--- config.mk ---
export PLATFORM = sky130hd
export DESIGN_NAME = scancode_to_char_fifo
export DESIGN_NICKNAME = d
export VERILOG_FILES = /design/src/hw/rtl/sc2c_pkg.sv /design/src/hw/rtl/sc2c_decode.sv /design/src/hw/rtl/sc2c_fifo.sv /design/src/hw/rtl/scancode_to_char_fifo.sv
export VERILOG_INCLUDE_DIRS = /design/src /design/src/hw/rtl
export SDC_FILE = /design/constraint.sdc
export NUM_CORES = 2
export LEC_CHECK = 0
export BUFFER_PORTS_ARGS = -buffer_cell sky130_fd_sc_hd__buf_2
export CORE_ASPECT_RATIO = 0.5
export CORE_MARGIN = 8
export CORE_UTILIZATION = 35
export CTS_CLUSTER_SIZE = 10
export DETAILED_ROUTE_END_ITERATION = 12
export PLACE_DENSITY = 0.57
export SYNTH_ARGS = -nofsm -noshare
export SYNTH_HDL_FRONTEND = slang
export SYNTH_SLANG_ARGS = --single-unit
--- constraint.sdc ---
create_clock -name clk_i -period 15.8 [get_ports clk_i]
set_input_delay 0.79 -clock clk_i [delete_from_list [all_inputs] [get_ports clk_i]]
set_output_delay 0.79 -clock clk_i [all_outputs]
set_load 0.02 [all_outputs]
--- src/hw/rtl/scancode_to_char_fifo_assert.svh ---
// assertion macros used by the top-level rtl file
`ifndef SCANCODE_TO_CHAR_FIFO_ASSERT_SVH
`define SCANCODE_TO_CHAR_FIFO_ASSERT_SVH

// combinational or same-cycle implication, checked at every clock edge out of reset
`define SC2C_ASSERT(label, prop, msg) \
  label: assert property (@(posedge clk_i) disable iff (!rst_ni) (prop)) else $error(msg);

// antecedent in one cycle, consequent in the next
`define SC2C_ASSERT_NEXT(label, ante, cons, msg) \
  label: assert property (@(posedge clk_i) disable iff (!rst_ni) (ante) |=> (cons)) \
    else $error(msg);

`endif

--- src/hw/rtl/sc2c_pkg.sv ---
// shared types, constants and key tables for the scancode to char fifo
package sc2c_pkg;

  localparam int unsigned CharW   = 8;
  localparam int unsigned NumCfg  = 6;
  localparam int unsigned CfgAddrW = 3;

  typedef enum logic [CfgAddrW-1:0] {
    CFG_LEFT  = 3'd0,
    CFG_RIGHT = 3'd1,
    CFG_UP    = 3'd2,
    CFG_DOWN  = 3'd3,
    CFG_HOME  = 3'd4,
    CFG_END   = 3'd5
  } cfg_idx_e;

  localparam logic [7:0] SC_EXT_PREFIX = 8'hE0;
  localparam logic [7:0] SC_RELEASE    = 8'h80;
  localparam logic [6:0] SC_LSHIFT     = 7'h2A;
  localparam logic [6:0] SC_RSHIFT     = 7'h36;
  localparam logic [6:0] SC_CAPS       = 7'h3A;
  localparam logic [6:0] SC_LEFT       = 7'h4B;
  localparam logic [6:0] SC_RIGHT      = 7'h4D;
  localparam logic [6:0] SC_UP         = 7'h48;
  localparam logic [6:0] SC_DOWN       = 7'h50;
  localparam logic [6:0] SC_HOME       = 7'h47;
  localparam logic [6:0] SC_END        = 7'h4F;

  typedef logic [NumCfg-1:0][CharW-1:0] code_arr_t;

  typedef struct packed {
    logic             valid;
    logic [CharW-1:0] data;
  } push_req_t;

  typedef struct packed {
    logic             empty;
    logic [CharW-1:0] head;
    logic             nonempty_next;
  } fifo_stat_t;

  function automatic logic [7:0] plain_map(input logic [6:0] k);
    logic [7:0] c;
    case (k)
      7'd1:  c = 8'd27;
      7'd2:  c = "1";
      7'd3:  c = "2";
      7'd4:  c = "3";
      7'd5:  c = "4";
      7'd6:  c = "5";
      7'd7:  c = "6";
      7'd8:  c = "7";
      7'd9:  c = "8";
      7'd10: c = "9";
      7'd11: c = "0";
      7'd12: c = "-";
      7'd13: c = "=";
      7'd14: c = 8'd8;
      7'd15: c = 8'd9;
      7'd16: c = "q";
      7'd17: c = "w";
      7'd18: c = "e";
      7'd19: c = "r";
      7'd20: c = "t";
      7'd21: c = "y";
      7'd22: c = "u";
      7'd23: c = "i";
      7'd24: c = "o";
      7'd25: c = "p";
      7'd26: c = 8'h5B;
      7'd27: c = 8'h5D;
      7'd28: c = 8'd10;
      7'd30: c = "a";
      7'd31: c = "s";
      7'd32: c = "d";
      7'd33: c = "f";
      7'd34: c = "g";
      7'd35: c = "h";
      7'd36: c = "j";
      7'd37: c = "k";
      7'd38: c = "l";
      7'd39: c = 8'h3B;
      7'd40: c = 8'h27;
      7'd41: c = 8'h60;
      7'd43: c = 8'h5C;
      7'd44: c = "z";
      7'd45: c = "x";
      7'd46: c = "c";
      7'd47: c = "v";
      7'd48: c = "b";
      7'd49: c = "n";
      7'd50: c = "m";
      7'd51: c = 8'h2C;
      7'd52: c = 8'h2E;
      7'd53: c = 8'h2F;
      7'd55: c = 8'h2A;
      7'd57: c = 8'h20;
      7'd74: c = 8'h2D;
      7'd78: c = 8'h2B;
      default: c = 8'h00;
    endcase
    return c;
  endfunction

  function automatic logic [7:0] upper_map(input logic [6:0] k);
    logic [7:0] c;
    case (k)
      7'd1:  c = 8'd27;
      7'd2:  c = 8'h21;
      7'd3:  c = 8'h40;
      7'd4:  c = 8'h23;
      7'd5:  c = 8'h24;
      7'd6:  c = 8'h25;
      7'd7:  c = 8'h5E;
      7'd8:  c = 8'h26;
      7'd9:  c = 8'h2A;
      7'd10: c = 8'h28;
      7'd11: c = 8'h29;
      7'd12: c = 8'h5F;
      7'd13: c = 8'h2B;
      7'd14: c = 8'd8;
      7'd15: c = 8'd9;
      7'd16: c = "Q";
      7'd17: c = "W";
      7'd18: c = "E";
      7'd19: c = "R";
      7'd20: c = "T";
      7'd21: c = "Y";
      7'd22: c = "U";
      7'd23: c = "I";
      7'd24: c = "O";
      7'd25: c = "P";
      7'd26: c = 8'h7B;
      7'd27: c = 8'h7D;
      7'd28: c = 8'd10;
      7'd30: c = "A";
      7'd31: c = "S";
      7'd32: c = "D";
      7'd33: c = "F";
      7'd34: c = "G";
      7'd35: c = "H";
      7'd36: c = "J";
      7'd37: c = "K";
      7'd38: c = "L";
      7'd39: c = 8'h3A;
      7'd40: c = 8'h22;
      7'd41: c = 8'h7E;
      7'd43: c = 8'h7C;
      7'd44: c = "Z";
      7'd45: c = "X";
      7'd46: c = "C";
      7'd47: c = "V";
      7'd48: c = "B";
      7'd49: c = "N";
      7'd50: c = "M";
      7'd51: c = 8'h3C;
      7'd52: c = 8'h3E;
      7'd53: c = 8'h3F;
      7'd55: c = 8'h2A;
      7'd57: c = 8'h20;
      7'd74: c = 8'h2D;
      7'd78: c = 8'h2B;
      default: c = 8'h00;
    endcase
    return c;
  endfunction

endpackage

--- src/hw/rtl/sc2c_decode.sv ---
// scancode decoder with shift, caps lock and extended prefix state
module sc2c_decode
  import sc2c_pkg::*;
(
  input  logic       clk_i,
  input  logic       rst_ni,
  input  logic       en_i,
  input  logic [7:0] byte_i,
  input  code_arr_t  codes_i,
  output push_req_t  push_o
);

  logic shift_q, shift_d;
  logic caps_q, caps_d;
  logic ext_q, ext_d;
  logic [7:0] ch;
  logic [6:0] key;

  assign key = byte_i[6:0];

  always_comb begin
    shift_d = shift_q;
    caps_d  = caps_q;
    ext_d   = ext_q;
    ch      = 8'h00;
    if (byte_i == SC_EXT_PREFIX) begin
      ext_d = 1'b1;
    end else if ((byte_i & SC_RELEASE) != 8'h00) begin
      if (key == SC_LSHIFT || key == SC_RSHIFT) begin
        shift_d = 1'b0;
      end
      ext_d = 1'b0;
    end else if (key == SC_LSHIFT || key == SC_RSHIFT) begin
      shift_d = 1'b1;
    end else if (key == SC_CAPS) begin
      caps_d = ~caps_q;
    end else if (ext_q) begin
      case (key)
        SC_LEFT:  ch = codes_i[CFG_LEFT];
        SC_RIGHT: ch = codes_i[CFG_RIGHT];
        SC_UP:    ch = codes_i[CFG_UP];
        SC_DOWN:  ch = codes_i[CFG_DOWN];
        SC_HOME:  ch = codes_i[CFG_HOME];
        SC_END:   ch = codes_i[CFG_END];
        default:  ch = 8'h00;
      endcase
      ext_d = 1'b0;
    end else if (shift_q ^ caps_q) begin
      ch = upper_map(key);
    end else begin
      ch = plain_map(key);
    end
  end

  assign push_o.valid = en_i && (ch != 8'h00);
  assign push_o.data  = ch;

  always_ff @(posedge clk_i or negedge rst_ni) begin
    if (!rst_ni) begin
      shift_q <= 1'b0;
      caps_q  <= 1'b0;
      ext_q   <= 1'b0;
    end else if (en_i) begin
      shift_q <= shift_d;
      caps_q  <= caps_d;
      ext_q   <= ext_d;
    end
  end

endmodule

--- src/hw/rtl/sc2c_fifo.sv ---
// ring buffer that drops its oldest word when full, with prefetched head
module sc2c_fifo
  import sc2c_pkg::*;
#(
  parameter int unsigned Depth = 256
) (
  input  logic       clk_i,
  input  logic       rst_ni,
  input  push_req_t  push_i,
  input  logic       pop_i,
  output fifo_stat_t stat_o
);

  localparam int unsigned PtrW = (Depth > 1) ? $clog2(Depth) : 1;
  localparam logic [PtrW-1:0] LastIdx = PtrW'(Depth - 1);

  logic [CharW-1:0] mem [Depth];
  logic [CharW-1:0] head_q;
  logic [PtrW-1:0]  rd_q, rd_d;
  logic [PtrW-1:0]  wr_q, wr_d;
  logic [PtrW-1:0]  wr_inc, rd_inc;
  logic             empty;
  logic             full;
  logic             do_pop;

  assign wr_inc = (wr_q == LastIdx) ? '0 : wr_q + 1'b1;
  assign rd_inc = (rd_q == LastIdx) ? '0 : rd_q + 1'b1;
  assign empty  = (rd_q == wr_q);
  assign full   = (wr_inc == rd_q);
  assign do_pop = pop_i && !empty;

  always_comb begin
    rd_d = rd_q;
    wr_d = wr_q;
    if (push_i.valid) begin
      wr_d = wr_inc;
      if (full) begin
        rd_d = rd_inc;
      end
    end else if (do_pop) begin
      rd_d = rd_inc;
    end
  end

  always_ff @(posedge clk_i or negedge rst_ni) begin
    if (!rst_ni) begin
      rd_q <= '0;
      wr_q <= '0;
    end else begin
      rd_q <= rd_d;
      wr_q <= wr_d;
    end
  end

  always_ff @(posedge clk_i) begin
    if (push_i.valid) begin
      mem[wr_q] <= push_i.data;
    end
  end

  // head word for the next cycle, with write bypass
  always_ff @(posedge clk_i) begin
    if (push_i.valid && (wr_q == rd_d)) begin
      head_q <= push_i.data;
    end else begin
      head_q <= mem[rd_d];
    end
  end

  assign stat_o.empty         = empty;
  assign stat_o.head          = head_q;
  assign stat_o.nonempty_next = (rd_d != wr_d);

endmodule

--- src/hw/rtl/scancode_to_char_fifo.sv ---
// top level: input and result registers, config registers, decoder and fifo
// Set 1 scancode bytes come in with action low and, unless from_aux_i is high,
// are decoded into characters that fill a ring buffer of FIFO_DEPTH entries
// holding up to FIFO_DEPTH-1 words; when full the oldest word is dropped. An item
// with action high pops one word (char_valid_o low and char_out_o zero when
// empty); every item gives one result, which also tells whether words remain.
// One item is taken per cycle while the result side keeps up. An accepted item
// loads the input register; its decode, table lookup and pointer update then go
// into the result register once that is free. A stalled result holds the input
// register, so the input stalls with it. The head word is prefetched from the
// buffer memory into a register, so a pop needs no separate memory read. Buffer
// contents need no clearing after reset. Code registers are written via cfg_we_i,
// cfg_addr_i and cfg_wdata_i; the user must do so only while idle (not enforced).
module scancode_to_char_fifo
  import sc2c_pkg::*;
#(
  parameter int unsigned FIFO_DEPTH = 256
) (
  input  logic                clk_i,
  input  logic                rst_ni,
  input  logic                in_valid_i,
  output logic                in_stall_o,
  input  logic                action_i,
  input  logic [7:0]          data_byte_i,
  input  logic                from_aux_i,
  output logic                out_valid_o,
  input  logic                out_stall_i,
  output logic                char_valid_o,
  output logic [7:0]          char_out_o,
  output logic                has_input_o,
  input  logic                cfg_we_i,
  input  logic [CfgAddrW-1:0] cfg_addr_i,
  input  logic [CharW-1:0]    cfg_wdata_i
);

  `include "scancode_to_char_fifo_assert.svh"

  code_arr_t  codes_q;
  logic       in_valid_q;
  logic       action_q;
  logic [7:0] byte_q;
  logic       aux_q;
  logic       adv;
  logic       dec_en;
  logic       pop;
  push_req_t  push;
  fifo_stat_t stat;
  logic       out_valid_q;
  logic       char_valid_q, char_valid_d;
  logic [7:0] char_out_q, char_out_d;
  logic       has_input_q;

  assign adv        = in_valid_q && (!out_valid_q || !out_stall_i);
  assign in_stall_o = in_valid_q && !adv;
  assign dec_en     = adv && !action_q && !aux_q;
  assign pop        = adv && action_q;

  always_ff @(posedge clk_i or negedge rst_ni) begin
    if (!rst_ni) begin
      codes_q[CFG_LEFT]  <= 8'd128;
      codes_q[CFG_RIGHT] <= 8'd129;
      codes_q[CFG_UP]    <= 8'd130;
      codes_q[CFG_DOWN]  <= 8'd131;
      codes_q[CFG_HOME]  <= 8'd132;
      codes_q[CFG_END]   <= 8'd133;
    end else if (cfg_we_i && (cfg_addr_i <= CFG_END)) begin
      codes_q[cfg_addr_i] <= cfg_wdata_i;
    end
  end

  always_ff @(posedge clk_i or negedge rst_ni) begin
    if (!rst_ni) begin
      in_valid_q <= 1'b0;
    end else if (!in_stall_o) begin
      in_valid_q <= in_valid_i;
    end
  end

  always_ff @(posedge clk_i) begin
    if (in_valid_i && !in_stall_o) begin
      action_q <= action_i;
      byte_q   <= data_byte_i;
      aux_q    <= from_aux_i;
    end
  end

  sc2c_decode u_decode (
    .clk_i   (clk_i),
    .rst_ni  (rst_ni),
    .en_i    (dec_en),
    .byte_i  (byte_q),
    .codes_i (codes_q),
    .push_o  (push)
  );

  sc2c_fifo #(
    .Depth (FIFO_DEPTH)
  ) u_fifo (
    .clk_i  (clk_i),
    .rst_ni (rst_ni),
    .push_i (push),
    .pop_i  (pop),
    .stat_o (stat)
  );

  always_comb begin
    char_valid_d = 1'b0;
    char_out_d   = 8'h00;
    if (action_q && !stat.empty) begin
      char_valid_d = 1'b1;
      char_out_d   = stat.head;
    end
  end

  always_ff @(posedge clk_i or negedge rst_ni) begin
    if (!rst_ni) begin
      out_valid_q <= 1'b0;
    end else if (adv) begin
      out_valid_q <= 1'b1;
    end else if (!out_stall_i) begin
      out_valid_q <= 1'b0;
    end
  end

  always_ff @(posedge clk_i) begin
    if (adv) begin
      char_valid_q <= char_valid_d;
      char_out_q   <= char_out_d;
      has_input_q  <= stat.nonempty_next;
    end
  end

  assign out_valid_o  = out_valid_q;
  assign char_valid_o = char_valid_q;
  assign char_out_o   = char_out_q;
  assign has_input_o  = has_input_q;

  `SC2C_ASSERT(a_popped_char_nonzero, out_valid_q && char_valid_q |-> char_out_q != 8'h00,
               "popped word is zero")
  `SC2C_ASSERT_NEXT(a_adv_fills_out, adv, out_valid_q, "result register not loaded")
  `SC2C_ASSERT(a_out_from_in, $rose(out_valid_q) |-> $past(in_valid_q),
               "result appeared without an input word")
  `SC2C_ASSERT(a_pop_keeps_state, pop |-> !push.valid, "push and pop in one word")

endmodule

==> impl_metrics.env <==
export IMPL_outcome="completed"
export IMPL_syn_area_per_cell_um2=21.97
export IMPL_hold_viol=0
export IMPL_die_height_um=365.5
export IMPL_period_share=0.3721
export IMPL_r2r_end="u_fifo.mem[8][6]$_DFFE_PP_"
export IMPL_total_power_mw=14.95
export IMPL_rrSetupSlack_ns=9.92
export IMPL_drive_gt1_frac=0.2973
export IMPL_crit_family="simple AND/OR/NAND/NOR gates"
export IMPL_grt_total_usage=0.1615
export IMPL_fmax_mhz=170.1
export IMPL_synthesis_area_um2=85490
export IMPL_ant_nets=0
export IMPL_numCtsBuffers=235
export IMPL_clockBufferDepth=3
export IMPL_ys_ff_latch=2159
export IMPL_cp_slowest_cell="or4_1"
export IMPL_arrival_ns=6.35
export IMPL_drt_iter0_markers=4682
export IMPL_rsz0062_at_grt="no"
export IMPL_hold_ws_ns=0.1345
export IMPL_path_cells="or4b_4 -> nor3_4 -> a22oi_1 -> a311oi_4 -> buf_12 -> or4_4 -> o21ai_4 -> buf_12 -> or4_1 -> nor2_1"
export IMPL_clkLatencyLatePin_ns=0.86
export IMPL_syn_nets=3933
export IMPL_gp_congestion=0.8175
export IMPL_synthArstFlopShare=0.03196
export IMPL_synth_simple_area_share=0.02763
export IMPL_antenna_found_initial=15
export IMPL_dieArea_um2=261300
export IMPL_grt_pass1_wl_um=310100
export IMPL_h_tree_depth=4
export IMPL_final_setup_skew_ns=0.03424
export IMPL_cts_tree="built"
export IMPL_io_pins=38
export IMPL_core_um2=243100
export IMPL_path_class="reg -> reg"
export IMPL_synth_ff_type="edfxtp_1"
export IMPL_synth_mux_area_frac=0.1891
export IMPL_cts_hold_buf=0
export IMPL_fin_nets=4101
export IMPL_yosys_area_share_xor_xnor=0.003044
export IMPL_drc=0
export IMPL_power_density_nw_per_um2=155.0
export IMPL_synth_top_family_by_area="multiplexers"
export IMPL_overflow=0
export IMPL_cp_num_buf_inv=2
export IMPL_power_leakage_nw=30.13
export IMPL_crit_fanout=194
export IMPL_relSlewSlack=0.06280
export IMPL_start_util=0.3516
export IMPL_ys_types=73
export IMPL_grt_max_degree=195
export IMPL_synth_adder_area_share=0.002195
export IMPL_regToRegStartpoint="byte_q[2]$_DFFE_PP_"
export IMPL_clk_pin_slew_worst_paths_ns=0.06
export IMPL_cp_start_kind="register"
export IMPL_cts_resized=0
export IMPL_hp_class="in -> async"
export IMPL_wirelength_um=213900
export IMPL_critPathMaxStageDelay_ns=0.99
export IMPL_path_common_cell="buf_12"
export IMPL_wl_per_cell_um=28.94
export IMPL_synthCells=3892
export IMPL_setup_viol=0
export IMPL_synth_edf_count=2068
export IMPL_fp_row_count=128
export IMPL_nFillCells=21290
export IMPL_ys_seq_area_frac=0.7520
export IMPL_cts_root_buf="clkbuf_16"
export IMPL_worstPathRequired_ns=16.27
export IMPL_layout_min_cycle_time_ns=5.879
export IMPL_critPathCaptureType="register"
export IMPL_max_cap_viol_count=0
export IMPL_cts_sinks=2159
export IMPL_cp_startpoint="byte_q[2]$_DFFE_PP_"
export IMPL_max_vdd_ir_drop_mv=0.1248
export IMPL_hpwl_um=128500
export IMPL_area_delta_synth_final_pct=12.77
export IMPL_numPortBuffers=37
export IMPL_worst_slew_pin_slew_ns=1.395
export IMPL_grt_pass1_vias=41840
export IMPL_cts_setup_buffers=0
export IMPL_fin_tns_setup_ns=0
export IMPL_via_count=40910
export IMPL_drt_pass1_iterations=6
export IMPL_reg2reg_depth=10
export IMPL_die_x_um=714.9
export IMPL_ys_warn_count=0
export IMPL_synth_compound_area_share=0.01278
export IMPL_maxSlewViolCount=0
export IMPL_vias_per_cell=5.533
[metal layers]
metal,routed length (µm),vias to the layer above,global-route usage,part of all wire
li1,-,16700,-,-
met1,93220,22290,0.2318,0.44
met2,101400,1640,0.2572,0.47
met3,15040,281,0.03000,0.070
met4,4178,10,0.03699,0.020
met5,62,-,0,0.00029
[synthesized netlist by cell type, drive strengths merged, types with 5 or more instances]
cell type  instances  area, µm²
a211oi             5      37.54
a21oi             30      150.1
a221oi            13      126.4
a31oi              7      43.79
and2              11      71.32
buf              106      508.0
clkbuf           146      548.0
dfrtp             56       1401
dfstp             13      341.6
dfxtp             22      440.4
edfxtp          2068      62100
ha                15      187.7
inv               21      78.83
mux2              56      630.6
mux2i             20      200.2
mux4             681      15340
nand2             99      374.1
nand2b             8      50.05
nand3             17      85.08
nand4              9      62.56
nand4b            10      87.58
nor2             194      728.2
nor2b              5      31.28
nor3             113      588.1
nor4               5      31.28
o211ai            11      87.58
o21ai             47      246.5
o221ai             7      61.31
o22ai              6      37.54
o31ai              7      57.55
or3                7      43.79
or4                9      78.82
xnor2             19      181.4
xor2               9      78.83
[power by group]
part / switching [mW] / internal [mW] / total [mW]
logic: 2.03 / 1.58 / 3.62
clock network: 2.08 / 2.69 / 4.77
registers: 0.155 / 6.40 / 6.56
total: 4.27 / 10.7 / 14.9
[worst max-delay path by stage]
stage | to | slack, ns | depth (start not counted)
2_1_floorplan | u_fifo.mem[59][0]$_DFFE_PP_ | 0.88 | 10
3_3_place_gp | char_out_o[0]$_SDFFCE_PN0P_ | 9.99 | 8
3_5_place_dp | u_fifo.mem[9][4]$_DFFE_PP_ | 9.82 | 10
4_1_cts | u_fifo.mem[9][4]$_DFFE_PP_ | 9.85 | 10
5_1_grt | u_fifo.mem[7][5]$_DFFE_PP_ | 9.59 | 10
6_report | u_fifo.mem[8][6]$_DFFE_PP_ | 9.92 | 10
[cell type report]
cell class	count	area, µm²	share of cell area
inverter	21	108.9	0.001129
tap	3250	4066	0.04218
clock inverter	14	190.2	0.001973
clock buffer	303	6200	0.06431
timing repair buffer	183	1346	0.01396
multi-input combinational	1460	20190	0.2094
sequential	2159	64300	0.6670
antenna	4	10.01	0.0001038
[placed cells by master (no fill, tap or decap), types with 8 or more instances in the layout]
master | Yosys | routed
a21oi_1 | 30 | 30
a221oi_1 | 11 | 11
and2_1 | 10 | 10
buf_2 | 67 | 36
buf_4 | 3 | 141
clkbuf_1 | 146 | 65
clkbuf_16 | 0 | 238
dfrtp_1 | 56 | 56
dfstp_2 | 13 | 13
dfxtp_1 | 22 | 16
edfxtp_1 | 2068 | 2068
ha_1 | 15 | 15
inv_1 | 19 | 15
mux2_2 | 52 | 52
mux2i_1 | 20 | 19
mux4_2 | 681 | 681
nand2_1 | 98 | 98
nand2b_1 | 8 | 8
nand3_1 | 17 | 16
nand4_1 | 8 | 8
nand4b_1 | 10 | 10
nor2_1 | 194 | 194
nor3_1 | 111 | 100
nor3_2 | 0 | 11
o211ai_1 | 10 | 10
o21ai_0 | 42 | 42
xnor2_1 | 17 | 17
xor2_1 | 9 | 9
[metrics by stage]
step / setup slack [ns] / instances / utilization / instance area, µm²
floorplan: 0.8836 / 3892 / - / 85490
global placement: 9.993 / 7070 / 0.3701 / 89970
detailed placement: 9.824 / 7070 / 0.3701 / 89970
CTS: 9.849 / 7387 / 0.3964 / 96360
global route: 9.595 / 7390 / 0.3965 / 96400
finish: 9.921 / 7394 / 0.3966 / 96410
[sequential cells by signal, summed over array words and instances (netlist names), named ones only]
signal and flops:
aux_q 1, byte_q 8, u_decode.caps_q 1, char_out_o 8, has_input_o 1, codes_q 48, action_q 1, char_valid_o 1
in_valid_q 1, u_decode.shift_q 1, u_fifo.wr_q 8, out_valid_o 1, u_fifo.mem 2048, u_decode.ext_q 1, u_fifo.rd_q 8
[cells by family after synthesis]
logic type / count (synthesis)
xor+xnor: 28
simple gates: 503
fa+ha+maj: 15
compound gates: 157
mux: 757
buf+inv: 273
flops: 2159
No activity file was read; power rests on OpenSTA's default activity.
